## src/rtl/bst_pkg.sv

```systemverilog
`timescale 1ns / 1ps
`default_nettype none
// ----------------------------------------------------------------------------
// Block split table package
// Beat types, command and status codes and register indexes shared by the
// block split table modules.
// ----------------------------------------------------------------------------
package bst_pkg;

    localparam logic [1:0] CMD_SPLIT   = 2'd0;
    localparam logic [1:0] CMD_LENGTH  = 2'd1;
    localparam logic [1:0] CMD_LARGEST = 2'd2;
    localparam logic [1:0] CMD_BAD     = 2'd3;

    localparam logic [1:0] ST_DONE    = 2'd0;
    localparam logic [1:0] ST_PRESENT = 2'd1;
    localparam logic [1:0] ST_FULL    = 2'd2;
    localparam logic [1:0] ST_BAD     = 2'd3;

    localparam logic [2:0] REG_DIM_COUNT = 3'd0;
    localparam logic [2:0] REG_EXTENT_0  = 3'd1;
    localparam logic [2:0] REG_EXTENT_1  = 3'd2;
    localparam logic [2:0] REG_EXTENT_2  = 3'd3;
    localparam logic [2:0] REG_EXTENT_3  = 3'd4;

    typedef struct packed {
        logic [1:0]  command;
        logic [1:0]  dimension;
        logic [15:0] position;
        logic [6:0]  block_index;
    } in_t;

    typedef struct packed {
        logic [1:0]  status;
        logic [63:0] value;
        logic [6:0]  block_count;
    } out_t;

    typedef struct packed {
        logic [1:0]  op;
        logic [1:0]  dimension;
        logic [15:0] position;
        logic [6:0]  block_index;
    } task_t;

    typedef struct packed {
        logic  valid;
        task_t item;
    } queue_head_t;

endpackage

`default_nettype wire

```

## src/rtl/bst_front.sv

```systemverilog
`timescale 1ns / 1ps
`default_nettype none
// ----------------------------------------------------------------------------
// Block split table front end
// Accepts input beats, classifies the command and holds the beats in a
// two-entry queue for the back end.
// ----------------------------------------------------------------------------
module bst_front
    import bst_pkg::*;
(
    input  wire logic  clk,
    input  wire logic  rst_n,
    input  wire logic  in_valid,
    output logic       in_stall,
    input  wire in_t   in_data,
    input  wire logic  q_pop,
    output queue_head_t q_head
);

    task_t      slot_reg [2];
    logic       wr_ptr_reg;
    logic       wr_ptr_next;
    logic       rd_ptr_reg;
    logic       rd_ptr_next;
    logic [1:0] count_reg;
    logic [1:0] count_next;
    logic       push;
    task_t      item;

    assign in_stall = (count_reg == 2'd2);
    assign push     = in_valid && !in_stall;

    always_comb
    begin
        item.dimension   = in_data.dimension;
        item.position    = in_data.position;
        item.block_index = in_data.block_index;
        case (in_data.command)
            CMD_SPLIT:   item.op = CMD_SPLIT;
            CMD_LENGTH:  item.op = CMD_LENGTH;
            CMD_LARGEST: item.op = CMD_LARGEST;
            default:     item.op = CMD_BAD;
        endcase
    end

    always_comb
    begin
        wr_ptr_next = push ? !wr_ptr_reg : wr_ptr_reg;
        rd_ptr_next = q_pop ? !rd_ptr_reg : rd_ptr_reg;
        count_next  = count_reg;
        if (push && !q_pop)
        begin
            count_next = count_reg + 2'd1;
        end
        else if (!push && q_pop)
        begin
            count_next = count_reg - 2'd1;
        end
    end

    always_ff @(posedge clk or negedge rst_n)
    begin
        if (!rst_n)
        begin
            wr_ptr_reg <= 1'b0;
            rd_ptr_reg <= 1'b0;
            count_reg  <= 2'd0;
        end
        else
        begin
            wr_ptr_reg <= wr_ptr_next;
            rd_ptr_reg <= rd_ptr_next;
            count_reg  <= count_next;
        end
    end

    always_ff @(posedge clk)
    begin
        if (push)
        begin
            slot_reg[wr_ptr_reg] <= item;
        end
    end

    assign q_head.valid = (count_reg != 2'd0);
    assign q_head.item  = slot_reg[rd_ptr_reg];

endmodule

`default_nettype wire

```

## config.mk

```make
export PLATFORM = sky130hd
export DESIGN_NAME = bst_front
export DESIGN_NICKNAME = d
export VERILOG_FILES = /design/src/rtl/bst_pkg.sv /design/src/rtl/bst_front.sv
export SDC_FILE = /design/constraint.sdc
export NUM_CORES = 1
export LEC_CHECK = 0
export BUFFER_PORTS_ARGS = -buffer_cell sky130_fd_sc_hd__buf_4
export CAP_MARGIN = 15
export CELL_PAD_IN_SITES_DETAIL_PLACEMENT = 0
export CELL_PAD_IN_SITES_GLOBAL_PLACEMENT = 1
export CORE_ASPECT_RATIO = 0.75
export CORE_MARGIN = 2
export CORE_UTILIZATION = 25
export DETAILED_ROUTE_END_ITERATION = 16
export PLACE_DENSITY = 0.59
export SLEW_MARGIN = 20
export SYNTH_ARGS = -nofsm -noshare
export SYNTH_HDL_FRONTEND = slang
export SYNTH_SLANG_ARGS = --single-unit
```

## constraint.sdc

```tcl
create_clock -name clk -period 2.6 [get_ports clk]
set_input_delay 0.26 -clock clk [delete_from_list [all_inputs] [get_ports clk]]
set_output_delay 0.26 -clock clk [all_outputs]
set_load 0.02 [all_outputs]
```

Word-level counts from Yosys, hierarchy flattened --
Memory sizes are Yosys's and may differ from the RTL's. Cells that the tools add are included.
Operators by class: add/sub/neg operators 2, equal/unequal tests 3, muxes and demuxes 5, reductions and logical operators 11
Operators by type and width (count):
- 2-bit case mux with 3 select lines | 1
- 1-bit logical NOT | 5
- 2-bit == test (second input constant) | 2
- 2-bit 2-to-1 mux | 2
- 2-bit nonzero test | 2
- 1-bit logical AND | 3
- 2-bit by 1-bit adder with 2-bit output (second input constant) | 1
- 2-bit by 1-bit == test with 1-bit output (second input constant) | 1
- 2-bit logical NOT | 1
- 1-bit 2-to-1 mux | 2
- 2-bit by 1-bit subtractor with 2-bit output (second input constant) | 1
Word-level totals: bits in registers 4, RAM bits 54, bits of input ports 31, memories 1
Memories:
- slot_reg | depth 2, width 27, rd ports 1, clocked after Yosys merged registers in 0, write ports 1, line bst_front.sv:20 | task_t slot_reg [2];

Longest topological paths before layout --
depth after elaboration 7, gate-level depth with buffers 7

Least setup slack after synthesis --
OpenSTA, ideal clock, no wires.
path kind reg2reg, from register count_reg[0], to memory slot_reg[0][0] (netlist name), enable pin, arrival time 1.771 ns, slack 0.418 ns, cell stages (with the launch flop) 4, cells stage by stage dfrtp_1 > nand2b_1 > nand2_1 > nor2_1
Between the ends: cells in the longest elaborated chain, start to end 5
RTL lines:
- from (decl) | line bst_front.sv:25 | logic [1:0] count_reg;
- from (signal assigned) | line bst_front.sv:73 | count_reg <= count_next;
- 2-bit == test | line bst_front.sv:30 | assign in_stall = (count_reg == 2'd2);
- 1-bit logical NOT | line bst_front.sv:31 | assign push = in_valid && !in_stall;
- 1-bit logical AND | line bst_front.sv:31
- 1-bit 2-to-1 mux | line bst_front.sv:79 | if (push)
- 1-bit 2-to-1 mux (not written as such) | line bst_front.sv:81 | slot_reg[wr_ptr_reg] <= item;
- to (decl) | line bst_front.sv:20
No other way between the ends.

==> results.yml <==
outcome:
  status: "finished clean"
critical_path:
  cp-end-kind: "primary output"
  worst_path_max_delay_cell: "dfrtp_2"
  crit_path_max_fanout: 28
  critPathRequiredTime_ns: 2.34
  path_cells: "mux2_2 -> buf_4"
  r2r_cells: 4
  reg2reg_to: "slot_reg[0][6]"
  reg2reg_from: "count_reg[0]"
  r2r_slack_ns: 1.10
  cp_slowest_stage_delay_ns: 0.91
  path_class: "flip-flop to primary output"
  critPathLaunchType: "flip-flop"
  cp.arrival_ns: 1.82
  critPathBufInv: 1
  path_delay_family: "flip-flops"
timing:
  drv_slew: 0
  rsz0062_at_grt: "no"
  finClkSkew_ns: 0.00428
  finalCritPeriodShare: 0.798
  timing.fmax_ghz: 0.482
  slew_headroom: 0.442
  worst_slew_pin_slew_ns: 0.837
  finalCriticalPeriod_ns: 2.08
  hold_violations: 0
  setup_viol: 0
  setup-tns-final_ns: 0
  fin_ws_ns: 0.524
clock_tree:
  cts_buffers: 9
  cts_tree: "done"
  cts-root-buf: "clkbuf_16"
  clockBufferDepth: 2
  htreeDepth: 3
  clk_pin_slew_ns: 0.05
  cts_num_sinks: 58
  clkLatencyLatePin_ns: 0.32
  cts_resized: 0
global_route:
  track_usage: 0.0877
  grt.overflow.total: 0
  grt_pass1_wl_mm: 6.08
  grt_max_degree: 29
  antenna_found_initial: 0
  grt_pass1_vias: 1166
die:
  ios: 60
  dieWidth_um: 114
  die_y_um: 86.2
  rows: 29
  core_um2: 8600
  die-area_um2: 9800
  initial_core_util: 0.262
place:
  dp_slack_ns: 0.810
  dp.final_hpwl_mm: 2.59
  portBuffers: 59
  gp_congestion: 0.672
yosys:
  ys_types: 16
  synth_compound_area_frac: 0
  syn_nets: 137
  synthAdderAreaFrac: 0.00555
  synth.area.mux_share: 0.167
  ys_ff_latch: 58
  ys_seq_area_frac: 0.764
  syn_area_um2: 2250
  synth-xor-area-share: 0.0194
  synth_top_family_by_area: "multiplexers"
  syn-instance-count: 105
  syn_area_per_cell_um2: 21.5
  synthSimpleGateAreaFrac: 0.0133
  yosysWarnings: 0
detailed_routing:
  dr.pass1.iters: 3
  routed-via-count: 1105
  ant_nets: 0
  detail_route.wl_per_cell_um: 13.9
  via_per_inst: 3.85
  first_iter_violations: 32
  drc: 0
  wirelength_mm: 4.00
power:
  total_power_mw: 3.77
  p_per_area_nw_per_um2: 1220
  leakagePower_nw: 1.24
  max-vdd-ir-drop_v: 0.000664
run:
  maxCapViolations: 0
cells_and_area:
  regArea_um2: 1720
  fillers: 823
  fin_nets: 206
  largest_register_ffs: 54
  syn_to_final_growth_pct: 37.4
  drive_gt1_frac: 0.598
  diodes: 0
  multi_input_area_um2: 464
min_path:
  min_to: "slot_reg[1][9]"
  hold_path.startpoint: "in_data[9]"
  min_path_type: "input pin to flip-flop"
  hold_depth: 1
routing by layer:
layer | GRT usage | routed length, um | up-vias | part of all wire
met4 | 0.0299 | 33 | 0 | 0.0083
met2 | 0.117 | 1610 | 46 | 0.40
met3 | 0.0510 | 370 | 2 | 0.093
met5 | 0 | 0 | - | 0
met1 | 0.118 | 1990 | 520 | 0.50
li1 | - | - | 537 | -
cell usage after synthesis:
master	count	area [um^2]
edfxtp_1	54	1620
mux2_4	19	285
mux2_2	8	90.1
dfrtp_1	4	100
inv_1	3	11.3
xor2_1	3	26.3
buf_12	2	40.0
clkbuf_1	2	7.51
nor2_1	2	7.51
xnor2_1	2	17.5
and3_1	1	6.26
buf_6	1	11.3
ha_1	1	12.5
nand2_1	1	3.75
nand2b_1	1	6.26
or2_2	1	6.26
final cells by class:
cell class | count | share of cell area
inverters | 3 | 0.00364
clock inverters | 6 | 0.0186
multi-input cells | 39 | 0.150
repair buffers | 63 | 0.154
clock buffers | 10 | 0.0740
well taps | 108 | 0.0437
flip-flops and latches | 58 | 0.557
per-stage QoR:
stage / cell area (um^2) / utilization / hold WS (ns) / cells
after global placement: 2800 / 0.325 / 0.0622 / 270
after detailed placement: 2800 / 0.325 / 0.0638 / 270
after CTS: 3100 / 0.360 / 0.113 / 287
final: 3100 / 0.360 / 0.124 / 287
after global routing: 3100 / 0.360 / 0.105 / 287
after floorplan: 2250 / - / -0.0356 / 105
worst max-delay path by stage:
stage,end,slack [ns],cells after the start,startpoint
global route,q_head[20],0.41,2,rd_ptr_reg
global placement,q_head[20],0.82,2,rd_ptr_reg
CTS,q_head[20],0.47,2,rd_ptr_reg
floorplan,slot_reg[0][0],0.42,3,count_reg[0]
detailed placement,q_head[20],0.81,2,rd_ptr_reg
finish,q_head[20],0.52,2,rd_ptr_reg
what timing repair did:
| action | 4_1_cts | 5_1_grt |
|---|---|---|
| endpoints found under the hold margin | 4 | 0 |
| hold buffers | 1 | 0 |
| buffers inserted | 0 | 0 |
| endpoints found under the setup margin | 0 | 0 |
power breakdown:
| part | internal (mW) | total, mW | switching [mW] |
|---|---|---|---|
| registers | 1.28 | 1.46 | 0.172 |
| clock network | 0.732 | 1.11 | 0.376 |
| logic | 0.632 | 1.20 | 0.572 |
layout by cell type, fill, tap and decap left out, types with 2 or more instances in the layout:
master and count:
buf_4 62, clkbuf_16 9, clkinv_2 4, dfrtp_1 3, edfxtp_1 54, inv_1 3
mux2_2 8, mux2_4 19, xnor2_1 2, xor2_1 3
logic make-up after synthesis:
family                     Yosys count
muxes                               27
xor gates and xnor gates             5
adders and majority gates            1
buffers and inverters                8
DFF                                 58
and+or+nand+nor                      6
Power figures use the tool's default switching activity.
